File: config.mk
export PLATFORM = sky130hd
export DESIGN_NAME = can_servo_transaction_engine_core
export DESIGN_NICKNAME = d
export VERILOG_FILES = /design/src/hdl/cste_pkg.sv /design/src/hdl/cste_ctrl.sv /design/src/hdl/cste_dp.sv /design/src/hdl/can_servo_transaction_engine_core.sv
export SDC_FILE = /design/constraint.sdc
export NUM_CORES = 1
export LEC_CHECK = 0
export BUFFER_PORTS_ARGS = -buffer_cell sky130_fd_sc_hd__clkbuf_2
export CORE_MARGIN = 2
export CORE_UTILIZATION = 42
export DETAILED_ROUTE_END_ITERATION = 6
export SETUP_SLACK_MARGIN = 0.3
export SLEW_MARGIN = 40
export SYNTH_ARGS = -nofsm -noshare
export SYNTH_HDL_FRONTEND = slang
export SYNTH_SLANG_ARGS = --single-unit
File: constraint.sdc
create_clock -name i_clk -period 17.8 [get_ports i_clk]
set_input_delay 0 -clock i_clk [delete_from_list [all_inputs] [get_ports i_clk]]
set_output_delay 0 -clock i_clk [all_outputs]
set_load 0.02 [all_outputs]
File: src/hdl/cste_pkg.sv
// cste_pkg: types, codes and the command frame builder of the servo transaction engine
// used by cste_ctrl, cste_dp, cste_checker and can_servo_transaction_engine_core
`default_nettype none
package cste_pkg;

    localparam int unsigned DIV_STEPS = 32;

    // item kinds
    localparam logic [1:0] CMD_REQUEST = 2'd0;
    localparam logic [1:0] CMD_FRAME   = 2'd1;
    localparam logic [1:0] CMD_TICK    = 2'd2;

    // operations
    localparam logic [3:0] OP_MODE     = 4'd0;
    localparam logic [3:0] OP_ENABLE   = 4'd1;
    localparam logic [3:0] OP_DISABLE  = 4'd2;
    localparam logic [3:0] OP_MOVE     = 4'd3;
    localparam logic [3:0] OP_STOP     = 4'd4;
    localparam logic [3:0] OP_ACCEL    = 4'd5;
    localparam logic [3:0] OP_DECEL    = 4'd6;
    localparam logic [3:0] OP_VEL      = 4'd7;
    localparam logic [3:0] OP_RELPOS   = 4'd8;
    localparam logic [3:0] OP_ABSPOS   = 4'd9;
    localparam logic [3:0] OP_ANALOG   = 4'd10;
    localparam logic [3:0] OP_RD_POS   = 4'd11;
    localparam logic [3:0] OP_RD_VEL   = 4'd12;
    localparam logic [3:0] OP_RD_TRQ   = 4'd13;
    localparam logic [3:0] OP_RD_STATE = 4'd14;

    // servo modes
    localparam logic [2:0] MODE_CONT_POS = 3'd2;
    localparam logic [2:0] MODE_VEL      = 3'd3;
    localparam logic [2:0] MODE_FORCE    = 3'd4;

    // reply kinds
    localparam logic [2:0] RK_WRITE = 3'd0;
    localparam logic [2:0] RK_STATE = 3'd1;
    localparam logic [2:0] RK_POS   = 3'd2;
    localparam logic [2:0] RK_VEL   = 3'd3;
    localparam logic [2:0] RK_TRQ   = 3'd4;

    // result kinds
    localparam logic RES_FRAME  = 1'b0;
    localparam logic RES_FINISH = 1'b1;

    // configuration register indexes
    localparam logic [1:0] CFG_NODE_ID = 2'd0;
    localparam logic [1:0] CFG_CPT     = 2'd1;
    localparam logic [1:0] CFG_LOCKED  = 2'd2;
    localparam logic [1:0] CFG_TIMEOUT = 2'd3;

    localparam logic [10:0] CMD_ID_BASE   = 11'h640;
    localparam logic [10:0] REPLY_ID_BASE = 11'h5C0;
    localparam logic [7:0]  ACK_BYTE      = 8'h3E;

    typedef struct packed {
        logic accept;
        logic div_step;
        logic finish;
    } t_ctl_cmd;

    typedef struct packed {
        logic need_div;
        logic out_free;
    } t_ctl_sts;

    typedef struct packed {
        logic [2:0]  len;
        logic [47:0] bytes;
    } t_frame;

    function automatic t_frame fn_frame(input logic [3:0] op, input logic [2:0] mode,
                                        input logic [1:0] step, input logic [31:0] arg);
        t_frame f;
        logic [7:0] b0, b1, b2, b3, b4, b5;
        b0 = 8'h00; b1 = 8'h00; b2 = 8'h00; b3 = 8'h00; b4 = 8'h00; b5 = 8'h00;
        f.len = 3'd6;
        case (op)
            OP_MODE: begin
                if (step == 2'd0) begin
                    b1 = 8'h4E;
                    b5 = (mode <= MODE_CONT_POS) ? 8'h03 : ((mode == MODE_VEL) ? 8'h02 : 8'h01);
                end else if (mode <= MODE_CONT_POS) begin
                    b1 = 8'h8D;
                    b5 = (mode == MODE_CONT_POS) ? 8'h00 : 8'h01;
                end else begin
                    b0 = 8'h01;
                    b1 = (step == 2'd1) ? 8'h12 : 8'hFD;
                end
            end
            OP_ENABLE:   begin b0 = 8'h01; b5 = 8'h01; end
            OP_DISABLE:  begin b0 = 8'h01; end
            OP_MOVE:     begin b1 = 8'h83; f.len = 3'd2; end
            OP_STOP:     begin b1 = 8'h84; f.len = 3'd2; end
            OP_RD_POS:   begin b1 = 8'h02; f.len = 3'd2; end
            OP_RD_VEL:   begin b1 = 8'h05; b3 = 8'h01; f.len = 3'd4; end
            OP_RD_TRQ:   begin b0 = 8'h02; b1 = 8'h0D; f.len = 3'd2; end
            OP_RD_STATE: begin b1 = 8'h20; f.len = 3'd2; end
            default: begin
                b0 = (op == OP_ANALOG) ? 8'h01 : 8'h00;
                case (op)
                    OP_ACCEL:  b1 = 8'h88;
                    OP_DECEL:  b1 = 8'h89;
                    OP_VEL:    b1 = 8'h8A;
                    OP_RELPOS: b1 = 8'h87;
                    OP_ABSPOS: b1 = 8'h86;
                    default:   b1 = 8'hFE;
                endcase
                b2 = arg[31:24];
                b3 = arg[23:16];
                b4 = arg[15:8];
                b5 = arg[7:0];
            end
        endcase
        f.bytes = {b0, b1, b2, b3, b4, b5};
        return f;
    endfunction

endpackage
`default_nettype wire

File: src/hdl/cste_ctrl.sv
// cste_ctrl: sequencer of the servo transaction engine
// steps the remainder unit of cste_dp; uses cste_pkg
`default_nettype none
module cste_ctrl
    import cste_pkg::*;
(
    input  wire logic     i_clk,
    input  wire logic     i_rst_n,
    input  wire logic     i_in_valid,
    output logic          o_in_ready,
    input  wire t_ctl_sts i_sts,
    output t_ctl_cmd      o_cmd
);
    localparam logic [1:0] ST_IDLE = 2'd0;
    localparam logic [1:0] ST_DIV  = 2'd1;
    localparam logic [1:0] ST_FIN  = 2'd2;

    logic [1:0] r_state, n_state;
    logic [4:0] r_cnt, n_cnt;

    assign o_in_ready = (r_state == ST_IDLE) && i_sts.out_free;

    always_comb begin
        n_state = r_state;
        n_cnt   = r_cnt;
        o_cmd   = '0;
        case (r_state)
            ST_IDLE: begin
                if (i_in_valid && o_in_ready) begin
                    o_cmd.accept = 1'b1;
                    if (i_sts.need_div) begin
                        n_state = ST_DIV;
                        n_cnt   = 5'd0;
                    end
                end
            end
            ST_DIV: begin
                o_cmd.div_step = 1'b1;
                n_cnt = r_cnt + 5'd1;
                if (r_cnt == 5'(DIV_STEPS - 1)) begin
                    n_state = ST_FIN;
                end
            end
            ST_FIN: begin
                if (i_sts.out_free) begin
                    o_cmd.finish = 1'b1;
                    n_state = ST_IDLE;
                end
            end
            default: n_state = ST_IDLE;
        endcase
    end

    always_ff @(posedge i_clk) begin
        if (!i_rst_n) begin
            r_state <= ST_IDLE;
            r_cnt   <= 5'd0;
        end else begin
            r_state <= n_state;
            r_cnt   <= n_cnt;
        end
    end
endmodule
`default_nettype wire

File: src/hdl/cste_dp.sv
// cste_dp: registers, frame building, reply checks and offset remainder unit
// driven by cste_ctrl; uses cste_pkg
`default_nettype none
module cste_dp
    import cste_pkg::*;
(
    input  wire logic        i_clk,
    input  wire logic        i_rst_n,
    input  wire logic        i_cfg_we,
    input  wire logic [1:0]  i_cfg_index,
    input  wire logic [24:0] i_cfg_data,
    input  wire t_ctl_cmd    i_cmd,
    output t_ctl_sts         o_sts,
    input  wire logic [1:0]  i_command,
    input  wire logic [3:0]  i_operation,
    input  wire logic [2:0]  i_op_mode,
    input  wire logic signed [31:0] i_argument,
    input  wire logic [10:0] i_rx_id,
    input  wire logic [3:0]  i_rx_len,
    input  wire logic [39:0] i_rx_data,
    output logic             o_out_valid,
    input  wire logic        i_out_ready,
    output logic             o_result_kind,
    output logic [10:0]      o_frame_id,
    output logic [2:0]       o_frame_len,
    output logic [47:0]      o_frame_bytes,
    output logic [2:0]       o_reply_kind,
    output logic signed [31:0] o_reading
);
    logic [6:0]  r_node_id;
    logic [24:0] r_cpt;
    logic        r_locked;
    logic [7:0]  r_timeout;

    logic        r_busy, n_busy;
    logic [3:0]  r_pop, n_pop;
    logic [2:0]  r_pmode, n_pmode;
    logic [31:0] r_parg, n_parg;
    logic [1:0]  r_step, n_step;
    logic [2:0]  r_exp, n_exp;
    logic [2:0]  r_cur_mode, n_cur_mode;
    logic [31:0] r_offset, n_offset;
    logic [7:0]  r_wait, n_wait;

    logic        r_out_valid;
    logic        r_kind;
    logic [10:0] r_fid;
    logic [2:0]  r_flen;
    logic [47:0] r_fbytes;
    logic [2:0]  r_rkind;
    logic [31:0] r_reading;

    // remainder unit
    logic [31:0] r_value;
    logic [31:0] r_dvd;
    logic [24:0] r_rem;
    logic        r_neg;

    logic        emit, finish_now, need_div;
    t_frame      frm;
    logic [31:0] fin_reading;
    logic [7:0]  timer_load;
    logic [31:0] value, req_arg;
    logic [3:0]  f_op;
    logic [2:0]  f_mode;
    logic [1:0]  f_step;
    logic [31:0] f_arg;
    logic        id_hit, good, req_ok;
    logic [2:0]  fcount;
    logic [25:0] rem_sh;
    logic signed [33:0] rs, cpt_s, pos_s;
    logic [31:0] div_offset;

    assign value      = i_rx_data[39:8];
    assign timer_load = (r_timeout == 8'd0) ? 8'd1 : r_timeout;
    assign fcount     = (r_pop == OP_MODE) ? ((r_pmode <= MODE_CONT_POS) ? 3'd2 : 3'd3) : 3'd1;
    assign id_hit     = r_busy && (i_rx_id == (REPLY_ID_BASE + {4'd0, r_node_id}));
    assign good       = (r_exp == RK_WRITE) ? ((i_rx_len == 4'd1) && (i_rx_data[39:32] == ACK_BYTE))
                                            : ((i_rx_len == 4'd5) && (i_rx_data[7:0] == ACK_BYTE));
    assign req_ok     = !r_busy && (i_operation != 4'd15)
                        && !((i_operation == OP_MODE) && (i_op_mode > MODE_FORCE));

    always_comb begin
        if (i_operation == OP_ABSPOS) begin
            req_arg = i_argument + r_offset;
        end else if ((i_operation == OP_ANALOG) && (r_cur_mode != MODE_VEL)
                     && (r_cur_mode != MODE_FORCE)) begin
            req_arg = 32'd0;
        end else begin
            req_arg = i_argument;
        end
    end

    always_comb begin
        n_busy = r_busy; n_pop = r_pop; n_pmode = r_pmode; n_parg = r_parg;
        n_step = r_step; n_exp = r_exp; n_cur_mode = r_cur_mode;
        n_offset = r_offset; n_wait = r_wait;
        emit = 1'b0; finish_now = 1'b0; need_div = 1'b0;
        fin_reading = 32'd0;
        f_op = r_pop; f_mode = r_pmode; f_step = r_step; f_arg = r_parg;
        case (i_command)
            CMD_REQUEST: begin
                if (req_ok) begin
                    emit = 1'b1;
                    n_pop = i_operation; n_pmode = i_op_mode; n_parg = req_arg;
                    n_step = 2'd0; n_busy = 1'b1;
                    f_op = i_operation; f_mode = i_op_mode; f_step = 2'd0; f_arg = req_arg;
                    case (i_operation)
                        OP_RD_POS:   n_exp = RK_POS;
                        OP_RD_VEL:   n_exp = RK_VEL;
                        OP_RD_TRQ:   n_exp = RK_TRQ;
                        OP_RD_STATE: n_exp = RK_STATE;
                        default:     n_exp = RK_WRITE;
                    endcase
                end
            end
            CMD_FRAME: begin
                if (id_hit) begin
                    if (!good) begin
                        emit = 1'b1;
                    end else if ((r_exp == RK_WRITE) && ({1'b0, r_step} + 3'd1 < fcount)) begin
                        emit = 1'b1;
                        n_step = r_step + 2'd1;
                        f_step = r_step + 2'd1;
                    end else if ((r_exp == RK_POS) && !r_locked && (r_cpt != 25'd0)) begin
                        need_div = 1'b1;
                    end else begin
                        finish_now = 1'b1;
                        n_busy = 1'b0;
                        n_wait = 8'd0;
                        if (r_pop == OP_MODE) begin
                            n_cur_mode = r_pmode;
                        end
                        if (r_exp == RK_POS) begin
                            if (!r_locked) begin
                                n_offset = 32'd0;
                                fin_reading = value;
                            end else begin
                                fin_reading = value - r_offset;
                            end
                        end else if (r_exp != RK_WRITE) begin
                            fin_reading = value;
                        end
                    end
                end
            end
            CMD_TICK: begin
                if (r_busy) begin
                    if (r_wait <= 8'd1) begin
                        emit = 1'b1;
                    end else begin
                        n_wait = r_wait - 8'd1;
                    end
                end
            end
            default: ;
        endcase
        if (emit) begin
            n_wait = timer_load;
        end
    end

    assign frm = fn_frame(f_op, f_mode, f_step, f_arg);

    // rounding of the remainder to the nearest turn
    always_comb begin
        cpt_s = {9'd0, r_cpt};
        pos_s = {{2{r_value[31]}}, r_value};
        rs    = r_neg ? -$signed({9'd0, r_rem}) : $signed({9'd0, r_rem});
        if ((rs <<< 1) > cpt_s) begin
            rs = rs - cpt_s;
        end
        if ((rs <<< 1) < -cpt_s) begin
            rs = rs + cpt_s;
        end
        div_offset = 32'(pos_s - rs);
    end

    assign rem_sh = {r_rem, r_dvd[31]};

    assign o_sts.need_div = need_div;
    assign o_sts.out_free = !r_out_valid || i_out_ready;

    always_ff @(posedge i_clk) begin
        if (!i_rst_n) begin
            r_node_id <= 7'd1;
            r_cpt     <= 25'd524288;
            r_locked  <= 1'b0;
            r_timeout <= 8'd10;
        end else if (i_cfg_we) begin
            case (i_cfg_index)
                CFG_NODE_ID: r_node_id <= i_cfg_data[6:0];
                CFG_CPT:     r_cpt     <= i_cfg_data;
                CFG_LOCKED:  r_locked  <= i_cfg_data[0];
                CFG_TIMEOUT: r_timeout <= i_cfg_data[7:0];
                default: ;
            endcase
        end
    end

    always_ff @(posedge i_clk) begin
        if (!i_rst_n) begin
            r_busy <= 1'b0; r_pop <= 4'd0; r_pmode <= 3'd0; r_parg <= 32'd0;
            r_step <= 2'd0; r_exp <= RK_WRITE; r_cur_mode <= 3'd0;
            r_offset <= 32'd0; r_wait <= 8'd0;
            r_out_valid <= 1'b0;
        end else begin
            if (i_cmd.accept) begin
                r_busy <= n_busy; r_pop <= n_pop; r_pmode <= n_pmode; r_parg <= n_parg;
                r_step <= n_step; r_exp <= n_exp; r_cur_mode <= n_cur_mode;
                r_offset <= n_offset; r_wait <= n_wait;
            end else if (i_cmd.finish) begin
                r_busy <= 1'b0;
                r_wait <= 8'd0;
                r_offset <= div_offset;
                if (r_pop == OP_MODE) begin
                    r_cur_mode <= r_pmode;
                end
            end
            if ((i_cmd.accept && (emit || finish_now)) || i_cmd.finish) begin
                r_out_valid <= 1'b1;
            end else if (i_out_ready) begin
                r_out_valid <= 1'b0;
            end
        end
    end

    always_ff @(posedge i_clk) begin
        if (i_cmd.accept) begin
            r_value <= value;
            r_neg   <= value[31];
            r_dvd   <= value[31] ? (32'd0 - value) : value;
            r_rem   <= 25'd0;
        end else if (i_cmd.div_step) begin
            r_dvd <= {r_dvd[30:0], 1'b0};
            if (rem_sh >= {1'b0, r_cpt}) begin
                r_rem <= 25'(rem_sh - {1'b0, r_cpt});
            end else begin
                r_rem <= rem_sh[24:0];
            end
        end
        if (i_cmd.accept && emit) begin
            r_kind    <= RES_FRAME;
            r_fid     <= CMD_ID_BASE + {4'd0, r_node_id};
            r_flen    <= frm.len;
            r_fbytes  <= frm.bytes;
            r_rkind   <= RK_WRITE;
            r_reading <= 32'd0;
        end else if (i_cmd.accept && finish_now) begin
            r_kind    <= RES_FINISH;
            r_fid     <= 11'd0;
            r_flen    <= 3'd0;
            r_fbytes  <= 48'd0;
            r_rkind   <= r_exp;
            r_reading <= fin_reading;
        end else if (i_cmd.finish) begin
            r_kind    <= RES_FINISH;
            r_fid     <= 11'd0;
            r_flen    <= 3'd0;
            r_fbytes  <= 48'd0;
            r_rkind   <= RK_POS;
            r_reading <= r_value - div_offset;
        end
    end

    assign o_out_valid   = r_out_valid;
    assign o_result_kind = r_kind;
    assign o_frame_id    = r_fid;
    assign o_frame_len   = r_flen;
    assign o_frame_bytes = r_fbytes;
    assign o_reply_kind  = r_rkind;
    assign o_reading     = r_reading;
endmodule
`default_nettype wire

File: src/hdl/can_servo_transaction_engine_core.sv
// can_servo_transaction_engine_core: top level of the servo transaction engine
// joins cste_ctrl and cste_dp; uses cste_pkg
`default_nettype none
// Host-side engine that turns requests into CAN command frames (id 0x640 + node),
// checks replies (id 0x5C0 + node), resends on a bad reply or on timeout ticks and
// reports each finished transaction with its reading. Each item is done in the
// cycle it is taken, except a good position reply with the zero offset unlocked:
// that one holds the input off while the 32-step remainder unit wraps the offset
// to a whole turn. Results sit in an output register; while a result waits the
// input is held off, and the next item is taken in the cycle the result leaves.
module can_servo_transaction_engine_core
    import cste_pkg::*;
(
    input  wire logic        i_clk,
    input  wire logic        i_rst_n,
    input  wire logic        i_cfg_we,
    input  wire logic [1:0]  i_cfg_index,
    input  wire logic [24:0] i_cfg_data,
    input  wire logic        i_in_valid,
    output logic             o_in_ready,
    input  wire logic [1:0]  i_command,
    input  wire logic [3:0]  i_operation,
    input  wire logic [2:0]  i_op_mode,
    input  wire logic signed [31:0] i_argument,
    input  wire logic [10:0] i_rx_id,
    input  wire logic [3:0]  i_rx_len,
    input  wire logic [39:0] i_rx_data,
    output logic             o_out_valid,
    input  wire logic        i_out_ready,
    output logic             o_result_kind,
    output logic [10:0]      o_frame_id,
    output logic [2:0]       o_frame_len,
    output logic [47:0]      o_frame_bytes,
    output logic [2:0]       o_reply_kind,
    output logic signed [31:0] o_reading
);
    t_ctl_cmd cmd;
    t_ctl_sts sts;

    cste_ctrl u_ctrl (
        .i_clk      (i_clk),
        .i_rst_n    (i_rst_n),
        .i_in_valid (i_in_valid),
        .o_in_ready (o_in_ready),
        .i_sts      (sts),
        .o_cmd      (cmd)
    );

    cste_dp u_dp (
        .i_clk         (i_clk),
        .i_rst_n       (i_rst_n),
        .i_cfg_we      (i_cfg_we),
        .i_cfg_index   (i_cfg_index),
        .i_cfg_data    (i_cfg_data),
        .i_cmd         (cmd),
        .o_sts         (sts),
        .i_command     (i_command),
        .i_operation   (i_operation),
        .i_op_mode     (i_op_mode),
        .i_argument    (i_argument),
        .i_rx_id       (i_rx_id),
        .i_rx_len      (i_rx_len),
        .i_rx_data     (i_rx_data),
        .o_out_valid   (o_out_valid),
        .i_out_ready   (i_out_ready),
        .o_result_kind (o_result_kind),
        .o_frame_id    (o_frame_id),
        .o_frame_len   (o_frame_len),
        .o_frame_bytes (o_frame_bytes),
        .o_reply_kind  (o_reply_kind),
        .o_reading     (o_reading)
    );
endmodule
`default_nettype wire

* Yosys cells after proc, flatten, opt, wreduce, memory -nomap -nowiden
Index checks and enable logic that the tools add are counted.
** Cells by class
- Equality and inequality tests :: 64
- Reduce and logical (&&, ||, !) cells :: 57
- Muxes and demuxes :: 134
- Order comparisons :: 8
- $add $sub $neg :: 16
** Operator list (number)
- $mux W32 :: 27
- $mux W8 :: 19
- $mux W48 :: 3
- $sub A32 B32 Y32 :: 3
- $mux W33 :: 2
- $pmux W8 S8 :: 1
- $eq A4 B4 Y1 const B :: 13
- $mux W3 :: 16
- $mux W1 :: 37
- $pmux W7 S5 :: 1
- $gt A34 B26 Y1 :: 1
- $lt A34 B34 Y1 :: 1
- $neg A25 Y34 :: 1
- $mux W11 :: 3
- $neg A25 Y33 :: 1
- $sub A33 B26 Y33 :: 1
- $add A32 B26 Y32 :: 1
- $add A32 B32 Y32 :: 1
- $ne A4 B4 Y1 const B :: 8
- $pmux W8 S2 :: 2
- $pmux W8 S4 :: 1
- $sub A1 B32 Y32 const A :: 1
- $ge A26 B25 Y1 :: 1
- $mux W25 :: 1
- 56 further kinds :: 133
** Storage, ports and cells
- Bits in registers :: 325

* Depth between registers and ports, before layout
Gate-level depths: netlist of run 1.
- Depth after elaboration :: 15
- Gate-level depth with buffers :: 57
- Mapped depth without buffers :: 55

* Modules after synthesis
From an unflattened synthesis of run 1, not the netlist that was laid out.
** Second synthesis, totals
- Cells, all modules :: 3277
- Area total of the unflattened synthesis :: 26425.3 um^2
** Modules (own cells, without submodules)
- cste_dp :: cells each 3233, times used 1, area an instance 26032.5 um^2
- cste_ctrl :: cells each 44, times used 1, area an instance 392.9 um^2

* Worst setup path after synthesis of run 1
No wires, ideal clock.
- Path kind :: flip-flop to flip-flop
- Start point :: register u_dp.r_rem[9]
- End point :: register u_dp.r_reading[29] (netlist: u_dp.o_reading[29])
- Data arrival time :: 11.503 ns
- Cell stages (with the launch flop) :: 55
- Data required time :: 17.714 ns
- Path slack :: 6.211 ns
- Setup time :: 0.086 ns
- Clock period less this slack :: 11.589 ns
- Cell sequence :: dfxtp_1 or4_4 nor4_4 or4b_4 o41ai_1 xnor2_1 ha_1 nand3_1 nand2b_1 nor4_1 o21ai_0 o211ai_1 a21oi_2 a21oi_2 clkbuf_1 clkbuf_1 nor2_1 a21oi_1 [19 not listed] xnor2_1 ha_1 a21oi_1 a21oi_1 o21ai_0 nand2_1 maj3_1 o31ai_1 o22a_1 o211ai_1 maj3_1 a31oi_1 maj3_1 maj3_1 a221oi_1 a311oi_1 xnor2_1 a211oi_1
** Between the ends
- Cells in the longest elaborated chain, start to end :: 10
- Elaborated cells on any way between the ends :: 12
- Classes of those cells :: 5 x add/sub; 2 x order compare; 5 x mux
** RTL lines
- from (decl) :: line cste_dp.sv:56 : logic [24:0] r_rem;
- from (signal assigned) :: line cste_dp.sv:237 : r_rem <= 25'(rem_sh - {1'b0, r_cpt});
- from (signal assigned) :: line cste_dp.sv:239 : r_rem <= rem_sh[24:0];
- $neg A25 Y33 :: line cste_dp.sv:169 : rs = r_neg ? -$signed({9'd0, r_rem}) : $signed({9'd0, r_rem});
- $mux W33 * :: line cste_dp.sv:169
- $sub A33 B26 Y33 or $gt A34 B26 Y1 (tied branches) :: line cste_dp.sv:171, cste_dp.sv:170
- $mux W33 * :: line cste_dp.sv:170 : if ((rs <<< 1) > cpt_s) begin
- $add A32 B26 Y32 or $lt A34 B34 Y1 (tied branches) :: line cste_dp.sv:174, cste_dp.sv:173
- $mux W32 * :: line cste_dp.sv:173 : if ((rs <<< 1) < -cpt_s) begin
- $sub A32 B32 Y32 * :: line cste_dp.sv:176 : div_offset = 32'(pos_s - rs);
- $sub A32 B32 Y32 * :: line cste_dp.sv:262 : r_reading <= r_value - div_offset;
- $mux W32 * :: line cste_dp.sv:256 : end else if (i_cmd.finish) begin
- $mux W32 * :: line cste_dp.sv:249 : end else if (i_cmd.accept && finish_now) begin
- to (signal assigned) :: line cste_dp.sv:255 : r_reading <= fin_reading;
- to (signal assigned) :: line cste_dp.sv:262
- to (decl) :: line cste_dp.sv:51 : logic [31:0] r_reading;
Every way passes the cells marked *; elsewhere a longest branch is shown, timed or not. The select of a mux whose other input is x is not followed.
A chain may end at the register's enable or synchronous reset.

* Worst setup path in the final report of run 1
Ends and elaborated chain as after synthesis.

==> summary.txt, run 1 <==
Outcome
  • Status: finished, final reports clean

Yosys
  • Mapped Cells: 3271
  • Synth top area share: 15.08%
  • Synth top area cells: dfxtp_1, edfxtp_1, ha_1, nand2_1, xnor2_1
  • Syn avg cell area: 8.036 µm²
  • Synth cell types: 86
  • EDFF count, synth: 117
  • Ys Warns: 0
  • Synth top cells by count: nand2_1, nor2_1, a21oi_1
  • Area leader, netlist: dfxtp_1
  • Main synth FF type: dfxtp_1
  • Post-synth ARST share: 0%
  • Most numerous cell in the Yosys netlist: nand2_1
  • Sequential-to-total area share from yosys stat: 28.45%
  • Synth Register Bits: 315
  • Mapped cell area: 26290 µm²

Placed design
  • Port Buffer Count: 219
  • HPWL Detailed: 63.96 mm
  • GP Congestion: 0.9040

Final layout
  • Fin util: 49.41%
  • Layout Nets: 3907
  • Area grow syn2layout: 16.23%
  • Layout cells sized above 1: 10.48%

Drt
  • Final ANT Viol Nets: 0
  • Remaining DRCs: 0
  • Starting DRT DRC Count: 1996
  • WL final: 83.48 mm
  • DR vias: 24740
  • Vias/cell: 5.624
  • WL/cell: 18.98 µm
  • TritonRoute pass-1 iters: 6

Power and ir drop
  • PwrDens: 71.23 nW/µm²
  • Worst vdd ir: 0.06026 mV
  • Leakage: 12.64 nW

Timing
  • Unrepaired setup endpoints after global routing: no
  • Worst-Margin Slew: 0.8674 ns
  • Slew headroom: 40.68%
  • Final TNS setup: 0 ns
  • Fin. Hold Viols: 0
  • Crit share post-route: 70.73%
  • Fin crit period: 12.59 ns
  • Endpoints failing setup: 0
  • Clock Skews: 0.02307 ns
  • Fmax: 79.43 MHz
  • Slew Viols, Final: 0

Worst setup path
  • R2r startpoint: u_dp.r_rem[9]
  • Slowest cell on the critical path: or4_4
  • Crit path from: u_dp.r_rem[9]
  • Critical Path Sink Type: register
  • WP data required: 18.29 ns
  • CP arrival: 13.08 ns
  • Crit path buffers/inverters: 1
  • Slowest stage delay, CP: 0.61 ns
  • Startpoint types: register
  • Crit path max fanout: 48
  • Critical path class: reg -> reg
  • Cell class contributing the biggest share of worst-path delay: compound AO/OA/AOI/OAI gates
  • Most used cell, CP: a21o_1

Die
  • Initial cell density of the core: 42.52%
  • Die height: 254.2 µm
  • Io pins: 228
  • Cell Rows: 91
  • Core area: 61830 µm²
  • Die area: 64600 µm²
  • Die X: 254.2 µm

Hold path
  • Hold Path Class: in -> reg
  • Launch point of the worst hold path: i_rx_len[1]

GRT
  • Vias in the first global route: 23280
  • Gr ovfl total: 0
  • Antenna violations before repair: 2
  • Global-route wire length before repair: 129.3 mm
  • Largest net degree at the start of global routing: 74
  • Aggregate global-route resource usage: 25.41%
  • Met3 global-route usage: 2.429%
  • Met2 Usage GRT: 41.42%
  • Routing usage on met1: 34.83%
  • GR peak layer: met2

Clock tree
  • CTS buffer count: 40
  • Post-CTS sizing: 0
  • Bufs on Longest Clock Path: 3
  • CTS H-Tree Depth: 2
  • Worst-path clk slew: 0.06 ns
  • Root Buffer: clkbuf_16
  • Clock Sinks: 315
  • Clk_lat worst skew: 0.58 ns
  • CTS tree: built

Job
  • # Max-Cap Violations: 0
==> layer usage <==
metal | share of wire, % | vias up
met5 | 0 | -
met4 | 3.8 | 0
met3 | 4.9 | 130
met2 | 45 | 654
met1 | 46 | 11570
li1 | - | 12390
==> cells by family after synthesis <==
kind of cell	share of synthesized area, %
xor gates and xnor gates	8.397
buffers and inverters	4.317
muxes	1.618
AOI/OAI and AO/OA	24.80
adders and majority gates	12.84
and+or+nand+nor	19.56
other	0.01427
DFF	28.45
==> where the power goes <==
group | internal, mW | leakage (nW) | switching, mW
logic | 0.238 | 9.26 | 0.342
clock network | 0.462 | 0.626 | 0.339
registers | 0.774 | 2.75 | 0.0204
==> per-stage QoR <==
step	cell area, µm²	cells	power (mW)	hold WS [ns]	worst slack [ns]
3_5_place_dp	28210	4220	1.363	0.2471	5.303
6_report	30550	4399	2.176	0.05113	5.210
4_1_cts	30540	4397	2.186	0.01746	5.258
5_1_grt	30550	4397	2.284	0.06442	4.222
3_3_place_gp	28180	4220	1.363	0.2430	5.561
2_1_floorplan	26310	3278	1.217	0.09887	6.211
==> placed cells by master, fill, tap and decap left out, types with 65 or more instances in the layout <==
master	count
dlygate4sd3_1	105
edfxtp_1	117
a21o_1	65
nor2_1	269
dfxtp_1	198
o21ai_0	251
a21oi_1	264
ha_1	241
nor2b_1	79
clkbuf_2	218
inv_1	147
xnor2_1	166
nand2_1	384
xor2_1	86
==> sequential cells by signal, summed over array words and instances (netlist names), 9 cells and up <==
signal,cells
u_dp.r_value,32
u_dp.r_offset,32
u_dp.o_frame_bytes,42
u_dp.r_rem,25
u_dp.o_reading,32
u_dp.r_dvd,32
u_dp.r_parg,32
u_dp.r_cpt,25
u_dp.o_frame_id,9
==> tightest hold or removal path: stages <==
cell and delay, ns:
clkbuf_2 0.07, nor3b_1 0.06, nand3_1 0.20, nor4_1 0.07, o21a_1 0.16
==> worst paths after layout <==
| kind | end | slack, ns | cells after the start |
|---|---|---|---|
| max reg2reg | u_dp.o_reading[29] | 5.21 | 54 |
| max | u_dp.o_reading[29] | 5.21 | 54 |
| min | u_dp.r_step[0] | 0.05 | 5 |
| min reg2reg | u_dp.o_result_kind | 0.47 | 2 |
==> cell type report <==
class	instances	area (µm²)
Clock buffer	57	1136
Clock inverter	15	141.4
Fill cell	6117	31280
Multi-Input combinational cell	2671	17810
Sequential cell	315	7477
Tap cell	837	1047
Antenna cell	2	5.005
Inverter	148	555.5
Timing Repair Buffer	354	2375
==> what timing repair did <==
item / 4_1_cts / 5_1_grt
hold buffers: 105 / 0
buffers inserted: 0 / 0
hold endpoints to repair: 179 / 0
Power figures use the tool's default switching activity.
==> inputs of run 2 (changes only) <==
Clock period 17.8 ns to 10.2 ns, I/O delays scaled along.
==> summary.txt, run 2 (synthesized netlist as in run 1, its figures left out) <==
Job
  • # Max-Cap Violations: 0 (unchanged)

Worst setup path
  • Slowest cell on the critical path: or4_4
  • FF-to-FF setup slack: -0.60 ns (-5.81 ns)
  • Slowest stage delay, CP: 0.55 ns (-0.06 ns)
  • Critical path class: reg -> reg
  • Critical Path Sink Type: register
  • Crit path max fanout: 5 (-90%)
  • Most used cell, CP: a21o_1
  • WP data required: 10.73 ns (-7.56 ns)
  • Startpoint types: register
  • CP arrival: 11.32 ns (-1.76 ns)

Clock tree
  • Clock Sinks: 315 (unchanged)
  • Bufs on Longest Clock Path: 3 (unchanged)
  • Clk_lat worst skew: 0.59 ns (about the same)
  • CTS tree: built
  • CTS buffer count: 39 (-2.5%)
  • Root Buffer: clkbuf_16
  • Worst-path clk slew: 0.06 ns (about the same)
  • CTS H-Tree Depth: 2 (unchanged)

Placed design
  • Post-placement cell count: 4594 (+8.9%)
  • GP Congestion: 0.9254 (+2.4%)
  • Port Buffer Count: 219 (unchanged)
  • HPWL Detailed: 68.28 mm (+6.7%)

Outcome
  • Status: finished, violations left
  • Failing checks: setup timing

Final layout
  • Register area: 7481 µm² (about the same)
  • Fin util: 56.86% (+7.4 points)
  • N_diodes: 0 (-2)
  • Layout Cells excl Fill: 4854 (+10%)
  • Layout cells sized above 1: 23.82% (+13 points)
  • Max reg flops: 42 (unchanged)
  • Most frequent cells in the layout: buf_4, nand2_1, nor2_1
  • Layout Nets: 4363 (+12%)
  • Area grow syn2layout: 33.74%
  • Multi-input logic area: 18690 µm² (+4.9%)
  • Fillers: 5707 (-6.7%)
  • Commonest non-fill, non-tap cell in the layout: buf_4

Timing
  • Fmax: 92.61 MHz (+17%)
  • Final WS setup: -0.5983 ns (-5.808 ns)
  • WHS: 0.04547 ns (-0.005663 ns)
  • Final TNS setup: -4.974 ns (-4.974 ns)
  • Worst-Margin Slew: 0.9380 ns (+0.07067 ns)
  • Clock Skews: 0.03474 ns (+0.01167 ns)
  • Crit share post-route: 105.9% (+35 points)
  • Fin. Hold Viols: 0 (unchanged)
  • Endpoints failing setup: 13 (+13)
  • Fin crit period: 10.80 ns (-1.792 ns)
  • Slew Viols, Final: 0 (unchanged)
  • Unrepaired setup endpoints after global routing: yes
  • Slew headroom: 35.85% (-4.8 points)

Power and ir drop
  • Leakage: 15.23 nW (+21%)
  • Total Power: 4.284 mW (+97%)
  • PwrDens: 121.9 nW/µm² (+71%)
  • Worst vdd ir: 0.1422 mV (+140%)

Drt
  • Vias/cell: 5.495 (-2.3%)
  • WL/cell: 18.60 µm (-2.0%)
  • DR vias: 26670 (+7.8%)
  • Final ANT Viol Nets: 0 (unchanged)
  • TritonRoute pass-1 iters: 6 (unchanged)
  • Remaining DRCs: 0 (unchanged)
  • Starting DRT DRC Count: 1815 (-9.1%)
  • WL final: 90.28 mm (+8.1%)

Die
  • Die height: 254.2 µm (unchanged)
  • Die area: 64600 µm² (unchanged)
  • Core area: 61830 µm² (unchanged)
  • Cell Rows: 91 (unchanged)
  • Die X: 254.2 µm (unchanged)
  • Initial cell density of the core: 42.52% (unchanged)
  • Io pins: 228 (unchanged)

GRT
  • Vias in the first global route: 25240 (+8.4%)
  • Global-route wire length before repair: 137.8 mm (+6.6%)
  • Aggregate global-route resource usage: 27.02% (+1.6 points)
  • Largest net degree at the start of global routing: 80 (+8.1%)
  • Gr ovfl total: 0 (unchanged)
  • Antenna violations before repair: 0 (-2)

Hold path
  • Hold Path Class: in -> reg
==> run 2: repair_timing <==
item / CTS / global route
hold buffers: 121 / 0
resized for setup: 65 / 116
cloned: 2 / 0
pin swaps: 74 / 71
hold endpoints to repair: 196 / 0
endpoints found under the setup margin: 22 / 31
buffers inserted: 34 / 31
==> run 2: routing by layer <==
| layer | share of wire, % | routed length, µm | vias to the layer above | track usage [%] |
|---|---|---|---|---|
| met2 | 46 | 41970 | 738 | 44.86 |
| li1 | - | - | 13290 | - |
| met4 | 4.2 | 3754 | 0 | 10.72 |
| met3 | 5.1 | 4647 | 143 | 2.980 |
| met1 | 44 | 39910 | 12500 | 35.96 |
| met5 | 0 | 0 | - | 0 |
==> run 2: final cells by class <==
| type | count | share of cell area [%] |
|---|---|---|
| multi-input combinational | 2672 | 53.15 |
| sequential | 315 | 21.28 |
| timing repair buffer | 810 | 17.16 |
| clock buffer | 51 | 3.168 |
| tap | 837 | 2.979 |
| inverter | 148 | 1.580 |
| clock inverter | 21 | 0.6834 |
==> run 2: critical path: cells and delay by family (launching register included) <==
| kind | cells | cell delay [ns] |
|---|---|---|
| XOR/XNOR | 2 | 0.22 |
| AND/OR/NAND/NOR | 13 | 2.38 |
| multiplexers | 3 | 0.87 |
| adder cells (fa/ha/maj) | 8 | 2.42 |
| AO/OA/AOI/OAI | 24 | 4.06 |
| buffers and inverters | 4 | 0.48 |
| flip-flops | 1 | 0.32 |
==> run 2: path summary, 6_finish.rpt <==
kind | from | endpoint | depth (start not counted)
setup / recovery | u_dp.r_rem[10] | u_dp.o_reading[30] | 54
hold / removal | i_rx_len[1] | u_dp.r_step[0] | 5
setup reg to reg | u_dp.r_rem[10] | u_dp.o_reading[30] | 54
hold reg to reg | u_dp.r_timeout[0] | u_dp.r_timeout[0] | 2
==> run 2: power by group <==
part           total (mW)  switching [mW]  internal, mW
clock network        1.47           0.613         0.857
registers            1.38          0.0327          1.35
logic                1.43           0.721         0.710
total                4.28            1.37          2.92
==> run 2: per-stage QoR <==
step | instance area (µm²) | setup slack, ns
floorplan | 26550 | -0.2394
global placement | 31170 | -0.6012
detailed placement | 31240 | -0.7365
CTS | 34370 | -0.4650
global route | 35150 | -1.178
finish | 35150 | -0.5983
